$ cat src/rtl/core/cop0tlb_pkg.sv
// Shared types and constants for the coprocessor-0 register and TLB write block.
// No dependencies.
package cop0tlb_pkg;

  localparam int TLB_ENTRIES = 48;
  localparam int TLB_AW = (TLB_ENTRIES > 1) ? $clog2(TLB_ENTRIES) : 1;

  localparam logic [4:0] RS_MFC   = 5'h00;
  localparam logic [4:0] RS_MTC   = 5'h04;
  localparam logic [4:0] RS_TLBWI = 5'h10;

  localparam logic [4:0] REG_INDEX    = 5'd0;
  localparam logic [4:0] REG_ENTRYLO0 = 5'd2;
  localparam logic [4:0] REG_ENTRYLO1 = 5'd3;
  localparam logic [4:0] REG_PAGEMASK = 5'd5;
  localparam logic [4:0] REG_COUNT    = 5'd9;
  localparam logic [4:0] REG_ENTRYHI  = 5'd10;

  typedef struct packed {
    logic        en;
    logic [4:0]  rd;
    logic [63:0] data;
    logic [63:0] now;
  } reg_wr_t;

  typedef struct packed {
    logic [63:0] lo0;
    logic [63:0] lo1;
    logic [63:0] hi;
    logic [63:0] mask;
  } tlb_rec_t;

  typedef struct packed {
    logic              en;
    logic [TLB_AW-1:0] addr;
  } tlb_wr_t;

endpackage

$ cat src/rtl/core/cop0_register_and_tlb_write.sv
// Coprocessor-0 MFC0 / MTC0 / TLBWI execution unit, top level.
// Each instruction is captured in the s1 input register, executes from there and lands in the result register.
// Throughput: one instruction per cycle while results are accepted; state is written in the execute cycle.
// Reset clears cop0 registers, count base and both pipeline valids.
// TLB contents are undefined until written; no clearing pass.
// Depends on cop0tlb_pkg, cop0tlb_regfile, cop0tlb_tlb.
module cop0_register_and_tlb_write (
  input  logic        clk,
  input  logic        rst,
  input  logic        in_valid,
  output logic        in_ready,
  input  logic [31:0] instr_word,
  input  logic [63:0] gpr_value,
  input  logic [63:0] cycle_now,
  output logic        out_valid,
  input  logic        out_ready,
  output logic        gpr_write_enable,
  output logic [63:0] gpr_write_data,
  output logic        bad_tlb_index,
  output logic        unknown_op
);
  import cop0tlb_pkg::*;

  logic        s1_valid;
  logic [31:0] s1_instr;
  logic [63:0] s1_gpr;
  logic [63:0] s1_now;

  logic        advance;
  logic        exec;
  logic [4:0]  rs;
  logic [4:0]  rt;
  logic [4:0]  rd;
  logic        is_mfc;
  logic        is_mtc;
  logic        is_tlbwi;
  logic        idx_bad;

  reg_wr_t     reg_wr;
  tlb_wr_t     tlb_wr;
  tlb_rec_t    tlb_rec;
  logic [7:0]  tlb_index;
  logic [63:0] rd_data;

  logic        we_next;
  logic [63:0] data_next;

  assign advance  = !out_valid || out_ready;
  assign in_ready = !s1_valid || advance;
  assign exec     = s1_valid && advance;

  always_ff @(posedge clk) begin
    if (rst) begin
      s1_valid <= 1'b0;
    end else if (in_ready) begin
      s1_valid <= in_valid;
    end
  end

  always_ff @(posedge clk) begin
    if (in_valid && in_ready) begin
      s1_instr <= instr_word;
      s1_gpr   <= gpr_value;
      s1_now   <= cycle_now;
    end
  end

  assign rs = s1_instr[25:21];
  assign rt = s1_instr[20:16];
  assign rd = s1_instr[15:11];

  assign is_mfc   = (rs == RS_MFC);
  assign is_mtc   = (rs == RS_MTC);
  assign is_tlbwi = (rs == RS_TLBWI);
  assign idx_bad  = (tlb_index >= 8'(TLB_ENTRIES));

  assign reg_wr.en   = exec && is_mtc;
  assign reg_wr.rd   = rd;
  assign reg_wr.data = s1_gpr;
  assign reg_wr.now  = s1_now;

  assign tlb_wr.en   = exec && is_tlbwi && !idx_bad;
  assign tlb_wr.addr = tlb_index[TLB_AW-1:0];

  cop0tlb_regfile u_regfile (
    .clk       (clk),
    .rst       (rst),
    .wr        (reg_wr),
    .rd_addr   (rd),
    .rd_now    (s1_now),
    .rd_data   (rd_data),
    .tlb_index (tlb_index),
    .tlb_rec   (tlb_rec)
  );

  cop0tlb_tlb u_tlb (
    .clk   (clk),
    .wr    (tlb_wr),
    .entry (tlb_rec)
  );

  assign we_next   = is_mfc && (rt != 5'd0);
  assign data_next = we_next ? rd_data : 64'd0;

  always_ff @(posedge clk) begin
    if (rst) begin
      out_valid <= 1'b0;
    end else if (advance) begin
      out_valid <= s1_valid;
    end
  end

  always_ff @(posedge clk) begin
    if (exec) begin
      gpr_write_enable <= we_next;
      gpr_write_data   <= data_next;
      bad_tlb_index    <= is_tlbwi && idx_bad;
      unknown_op       <= !(is_mfc || is_mtc || is_tlbwi);
    end
  end

`ifndef NO_ASSERTIONS
  a_flags_exclusive: assert property (@(posedge clk) disable iff (rst)
    out_valid |-> !(gpr_write_enable && (bad_tlb_index || unknown_op))
      && !(bad_tlb_index && unknown_op))
    else $error("conflicting result flags");

  a_data_zero: assert property (@(posedge clk) disable iff (rst)
    (out_valid && !gpr_write_enable) |-> (gpr_write_data == 64'd0))
    else $error("write data not zero without write enable");

  a_state_write_on_exec: assert property (@(posedge clk) disable iff (rst)
    (reg_wr.en || tlb_wr.en) |-> (exec && !(reg_wr.en && tlb_wr.en)))
    else $error("state write outside execute");

  a_reset_empty: assert property (@(posedge clk)
    $past(rst) |-> (!s1_valid && !out_valid))
    else $error("pipeline not empty after reset");

  a_exec_fills_output: assert property (@(posedge clk) disable iff (rst)
    exec |=> out_valid)
    else $error("executed beat did not reach result register");
`endif

endmodule

$ cat src/rtl/core/cop0tlb_regfile.sv
// Coprocessor-0 register file with Count derived from the cycle counter.
// Depends on cop0tlb_pkg.
module cop0tlb_regfile (
  input  logic                    clk,
  input  logic                    rst,
  input  cop0tlb_pkg::reg_wr_t    wr,
  input  logic [4:0]              rd_addr,
  input  logic [63:0]             rd_now,
  output logic [63:0]             rd_data,
  output logic [7:0]              tlb_index,
  output cop0tlb_pkg::tlb_rec_t   tlb_rec
);
  import cop0tlb_pkg::*;

  logic [63:0] regs [32];
  logic [63:0] count_base;
  logic [63:0] elapsed;

  always_ff @(posedge clk) begin
    if (rst) begin
      for (int i = 0; i < 32; i++) regs[i] <= '0;
      count_base <= '0;
    end else if (wr.en) begin
      regs[wr.rd] <= wr.data;
      if (wr.rd == REG_COUNT) begin
        count_base <= wr.now - {31'b0, wr.data[31:0], 1'b0};
      end
    end
  end

  assign elapsed = rd_now - count_base;
  assign rd_data = (rd_addr == REG_COUNT) ? {32'b0, elapsed[32:1]} : regs[rd_addr];

  assign tlb_index    = regs[REG_INDEX][7:0];
  assign tlb_rec.lo0  = regs[REG_ENTRYLO0];
  assign tlb_rec.lo1  = regs[REG_ENTRYLO1];
  assign tlb_rec.hi   = regs[REG_ENTRYHI];
  assign tlb_rec.mask = regs[REG_PAGEMASK];

endmodule

$ cat src/rtl/core/cop0tlb_tlb.sv
// TLB entry storage, written by TLBWI; contents undefined until written.
// Depends on cop0tlb_pkg.
module cop0tlb_tlb (
  input  logic                    clk,
  input  cop0tlb_pkg::tlb_wr_t    wr,
  input  cop0tlb_pkg::tlb_rec_t   entry
);
  import cop0tlb_pkg::*;

  tlb_rec_t mem [TLB_ENTRIES];

  always_ff @(posedge clk) begin
    if (wr.en) begin
      mem[wr.addr] <= entry;
    end
  end

endmodule

$ cat config.mk
export PLATFORM = sky130hd
export DESIGN_NAME = cop0_register_and_tlb_write
export DESIGN_NICKNAME = d
export VERILOG_FILES = /design/src/rtl/core/cop0tlb_pkg.sv /design/src/rtl/core/cop0_register_and_tlb_write.sv /design/src/rtl/core/cop0tlb_regfile.sv /design/src/rtl/core/cop0tlb_tlb.sv
export SDC_FILE = /design/constraint.sdc
export NUM_CORES = 2
export LEC_CHECK = 0
export ABC_CLOCK_PERIOD_IN_PS = 5900
export BUFFER_PORTS_ARGS = -buffer_cell sky130_fd_sc_hd__buf_4
export CAP_MARGIN = 20
export CELL_PAD_IN_SITES_DETAIL_PLACEMENT = 1
export CELL_PAD_IN_SITES_GLOBAL_PLACEMENT = 1
export CORE_MARGIN = 2
export CORE_UTILIZATION = 50
export CTS_BUF_LIST = sky130_fd_sc_hd__clkbuf_8
export CTS_CLUSTER_SIZE = 40
export DETAILED_ROUTE_END_ITERATION = 10
export PLACE_DENSITY = 0.83
export SYNTH_ARGS = -nofsm -noshare
export SYNTH_HDL_FRONTEND = slang
export SYNTH_SLANG_ARGS = --single-unit
$ cat constraint.sdc
create_clock -name clk -period 5.9 [get_ports clk]
set_input_delay 0.295 -clock clk [delete_from_list [all_inputs] [get_ports clk]]
set_output_delay 0.295 -clock clk [all_outputs]
set_load 0.01 [all_outputs]
**After elaboration in Yosys (flattened, before gate mapping)**

Memory sizes are Yosys's and may differ from the RTL's. A register that Yosys moved wholly into a read port is not among the register bits.
Index checks and enable logic that the tools add are counted.

- Multiplexer cells: 10
- Shift-type cells: 0
- Bitwise gates (word level): 1
- Magnitude comparators: 1
- $mul: 0
- Add/sub/neg operators: 2
- Eq/ne operators: 3
- Div/mod/pow operators: 0
- Reductions and logical operators: 17

Operator list:

| cell | count |
|---|---|
| $sub 33x33->33 | 2 |
| $mux 64 | 1 |
| $reduce_or 64->1 | 1 |
| $mux 32 | 1 |
| $mux 5 | 2 |
| $ge 8x6->1 const B | 1 |
| $mux 1 | 6 |
| $eq 5x3->1 const B | 1 |
| $eq 5x4->1 const B | 1 |
| $eq 5x5->1 const B | 1 |
| $logic_and 1x1->1 | 5 |
| $logic_not 5->1 | 1 |
| $reduce_bool 5->1 | 1 |
| $logic_or 1x1->1 | 4 |
| $logic_not 1->1 | 3 |
| $reduce_and 2->1 | 1 |
| $reduce_or 2->1 | 1 |
| $not 1->1 | 1 |

- Word-level logic and storage cells: 46
- Input port bits: 164
- Memory bits (writable): 2048
- Bits in registers: 225
- Memory bits (read-only): 0
- Latch bits: 0
- Memories kept: 1

Memories:

| memory | depth | width | read ports | clocked after Yosys merged registers in | wr ports | RTL line | source |
|---|---|---|---|---|---|---|---|
| u_regfile.regs | 32 | 64 | 2 | 1 | 32 | cop0tlb_regfile.sv:15 | `logic [63:0] regs [32];` |

**Depth between registers and ports, before layout**

- Depth after elaboration: 9
- Gate-level depth with buffers: 13

**Cells and area by module**

From an unflattened synthesis, not the netlist that was laid out.

- Cell total of the unflattened synthesis: 6747
- Area, all modules: 103661.9 um2

By module, submodules not included:

| module | seq. area each (um2) | instances | area each (um2) | cells each |
|---|---|---|---|---|
| cop0tlb_regfile | 62159.6 | 1 | 96737.8 | 6444 |
| cop0_register_and_tlb_write | 6346.1 | 1 | 6924.1 | 303 |

**Worst setup path before layout**

OpenSTA, ideal clock, no wires.

- Kind: flip-flop to flip-flop
- Start point: reg out_valid
- End point: mem u_regfile.regs[9][0] (enable)
- Buffers on the path: 0
- Cell stages (with the launch flop): 5
- Data arrival time: 6.125 ns
- Required time: 5.467 ns
- Path slack: -0.658 ns
- Clock period less this slack: 6.558 ns
- Cells stage by stage: dfxtp_1 -> nor2b_1 -> nor2b_1 -> nand4_1 -> nand2b_1

RTL lines:

| item | RTL line | source |
|---|---|---|
| from (decl) | cop0_register_and_tlb_write.sv:15 | `output logic out_valid,` |
| from (signal assigned) | cop0_register_and_tlb_write.sv:109 | `out_valid <= s1_valid;` |
| to (decl) | cop0tlb_regfile.sv:15 |  |

==> impl_metrics.json <==
{
  "skew_ns": 0.109,
  "syn-cell-area_mm2": 0.102,
  "clk_pin_slew_ns": 0.06,
  "drt_iter0_drc": 8969,
  "cp-end-kind": "flip-flop",
  "synthAdderAreaFrac_pct": 0.800,
  "leakage_nw": 40.7,
  "cts_tree": "built",
  "boundaryPins": 233,
  "grt_start_max_net_pins": 168,
  "crit_type": "reg -> reg",
  "critPathMaxStageDelay_ns": 0.96,
  "slew_violations": 0,
  "cts_buffers": 384,
  "yosys_warnings": 0,
  "drt-total-wl_um": 334000,
  "cts_post_setup_buffers_inserted": 0,
  "cpMostUsedCell": "buf_4",
  "worstSetupStartpointType": "flip-flop",
  "cp.arrival_ns": 5.62,
  "path_cells": "nor2b_1 -> nor2b_4 -> buf_4 -> nand3_1 -> nor3b_2 -> nand2_4 -> nor2_4 -> or2_4 -> buf_4",
  "syn_to_final_growth_pct": 13.1,
  "timing.rr.end": "u_regfile.regs[7][21]",
  "nets": 7079,
  "vdd_ir_drop_max_uv": 276,
  "clk_latency_ns": 1.15,
  "rsz0062_at_grt": "no",
  "final.min_clock_period_ns": 4.85,
  "num_vias": 64900,
  "cts_root_buf": "clkbuf_8",
  "async_reset_ff_share_pct": 0,
  "syn_area_per_cell_um2": 15.6,
  "r2r_start": "out_valid",
  "synthCells": 6548,
  "synth-edff-count": 2227,
  "hp-class": "in -> reg",
  "hold_violations": 0,
  "relSlewSlack_pct": 8.32,
  "cp_slowest_cell": "or2_4",
  "cpLargestDelayFamily": "simple AND/OR/NAND/NOR gates",
  "initial_core_util_pct": 50.4,
  "min_from": "instr_word[11]",
  "ys_types": 66,
  "ant_nets": 0,
  "grt_pass1_wl_um": 484000,
  "reg2reg_slack_ns": 1.05,
  "powerDensity_mw_per_mm2": 302,
  "antenna_found_initial": 31,
  "fin_util_pct": 57.0,
  "yosysSeqAreaShare_pct": 66.3,
  "cts.sinks": 2267,
  "worst_pin_slew_ns": 1.38,
  "grt_overflow_total": 0,
  "dr.pass1.iters": 6,
  "drive_gt1_share_pct": 21.9,
  "synth_xor_area_share_pct": 0.412,
  "fin_setup_tns_ns": 0,
  "yosys.area_share.simple_pct": 13.0,
  "rows": 165,
  "fp.dieH_um": 456,
  "cts_buffer_depth": 4,
  "synth_top_family_by_area": "multiplexers",
  "finalCritPeriodShare_pct": 82.2,
  "crit_fanout": 57,
  "die_x_um": 456,
  "path_buf_inv": 2,
  "ys_ff_latch": 2267,
  "max_cap_violations": 0,
  "worst_ep_required_time_ns": 6.67,
  "h-tree-depth": 5,
  "cts_resized": 0,
  "die_area_mm2": 0.208,
  "min_path_cells": 3,
  "synthMuxAreaShare_pct": 14.8,
  "dp_hpwl_um": 186000,
  "grt_pass1_vias": 68800,
  "synth_nets": 6776,
  "route.detailed.wl_per_inst_um": 34.1,
  "gpl.final_weighted_congestion": 0.835,
  "track_usage_pct": 32.1,
  "synth-compound-area-share_pct": 1.76,
  "vias_per_cell": 6.62,
  "fmax_ghz": 0.206,
  "reg2regPathDepth": 9,
  "status": "finished, final reports clean",
  "drc": 0,
  "setup_viol_count_final": 0,
  "core_area_mm2": 0.203,
  "synth_flop_cell": "edfxtp_1",
  "io_buffers": 184
}
-- logic make-up after synthesis --
kind of cell               Yosys count
AOI/OAI and AO/OA                  281
xor gates and xnor gates            48
adders and majority gates           64
buffers and inverters              769
DFF                               2267
muxes                              715
and+or+nand+nor                   2404
-- per-stage QoR --
step           hold slack [ns]  setup slack [ns]  total power, mW  std cells  area, µm²
2_1_floorplan            0.394             0.934             20.6       6548     102000
3_3_place_gp             0.443              1.37             21.8       8897     106000
3_5_place_dp             0.445              1.28             22.0       8900     106000
4_1_cts                0.00982              1.26             34.8       9787     115000
5_1_grt                 0.0579             0.950             35.7       9795     115000
6_report                0.0592              1.05             34.9       9800     115000
-- flip-flops by register name, summed over array words and instances, names as in the netlist, named ones only --
signal,count
bad_tlb_index,1
out_valid,1
s1_valid,1
gpr_write_enable,1
s1_gpr,64
gpr_write_data,64
s1_now,33
u_regfile.regs,2048
unknown_op,1
s1_instr,15
u_regfile.count_base,33
-- synth_stat cells (3+ instances only) --
library cell	instances	area share, %
xor2_1	24	0.21
xnor2_1	24	0.21
and2_1	1089	6.7
nand3b_1	3	0.022
nor2_1	154	0.57
nand2_1	93	0.34
buf_4	8	0.059
nand3_1	16	0.078
mux2_2	12	0.13
or2_2	36	0.22
nand2b_1	17	0.10
a31oi_1	9	0.055
edfxtp_1	2227	66
o21bai_1	6	0.044
buf_1	13	0.048
clkbuf_1	598	2.2
mux2i_1	73	0.72
o21a_1	9	0.066
nor2b_1	14	0.086
mux4_2	630	14
ha_1	62	0.76
or4_1	5	0.037
o22ai_1	11	0.067
or3_1	10	0.061
nand4_1	6	0.037
nor3_1	946	4.6
buf_2	72	0.35
o211ai_1	4	0.029
and3_1	5	0.031
o31a_1	5	0.043
a41oi_1	3	0.026
a211oi_1	37	0.27
a21o_1	35	0.26
a21oi_1	94	0.46
inv_1	78	0.29
dfxtp_1	40	0.78
o21ai_0	43	0.21
o31ai_1	3	0.022
-- per-layer routing --
metal / vias up / GRT usage (%) / routed length, µm
met2: 4698 / 51.7 / 162000
met1: 33500 / 40.2 / 116000
met4: 22 / 16.1 / 17400
li1: 25600 / - / -
met5: - / 0 / 151
met3: 1085 / 8.65 / 39100
-- cells in the final DEF, fill, tap and decap left out, types with 32 or more instances in the layout --
master / netlist / final
edfxtp_1: 2227 / 2227
and2_1: 1089 / 1089
nor3_1: 946 / 945
mux4_2: 630 / 630
clkbuf_8: 0 / 389
buf_4: 8 / 339
dlygate4sd3_1: 0 / 231
inv_1: 78 / 202
nor2_1: 154 / 121
a21oi_1: 94 / 94
clkinv_1: 0 / 88
nand2_1: 93 / 87
mux2i_1: 73 / 73
ha_1: 62 / 62
o21ai_0: 43 / 43
a211oi_1: 37 / 37
clkinv_2: 0 / 36
a21o_1: 35 / 35
dfxtp_1: 40 / 35
or2_4: 0 / 33
nor2_4: 0 / 32
buf_12: 0 / 32
-- final cells by class --
cell class | instances | area [µm²]
tap | 2672 | 3340
clock inverter | 267 | 1300
inverter | 78 | 298
timing repair buffer | 608 | 5650
multi-input combinational | 3512 | 31800
fill | 18600 | 87100
clock buffer | 389 | 5350
sequential | 2267 | 67700
antenna | 7 | 17.5
-- worst max-delay path by stage --
stage                      start               endpoint  cells past startpoint  slack (ns)
floorplan              out_valid   u_regfile.regs[9][0]                      4        0.93
finish                 out_valid  u_regfile.regs[7][21]                      9        1.05
CTS                    out_valid  u_regfile.regs[7][22]                      9        1.26
global route           out_valid  u_regfile.regs[7][22]                      9        0.95
detailed placement  s1_instr[22]  u_regfile.regs[7][12]                      8        1.28
global placement    s1_instr[22]  u_regfile.regs[7][12]                      8        1.37
-- power by group --
part | total (mW) | internal [mW] | leakage [nW] | switching, mW
combinational | 3.39 | 1.32 | 13.5 | 2.06
clock | 13.0 | 6.43 | 3.87 | 6.55
sequential | 18.5 | 18.2 | 23.4 | 0.356
-- worst reg2reg max path, delay by kind of cell, from the launching register on --
family | cells | cell delay [ns]
buffers and inverters | 2 | 0.93
AND/OR/NAND/NOR | 7 | 3.30
flip-flops | 1 | 0.30
-- timing repair --
item	in CTS	in global routing
hold buffers	231	0
endpoints found under the hold margin	128	0
setup endpoints to repair	0	0
Power figures use the tool's default switching activity.
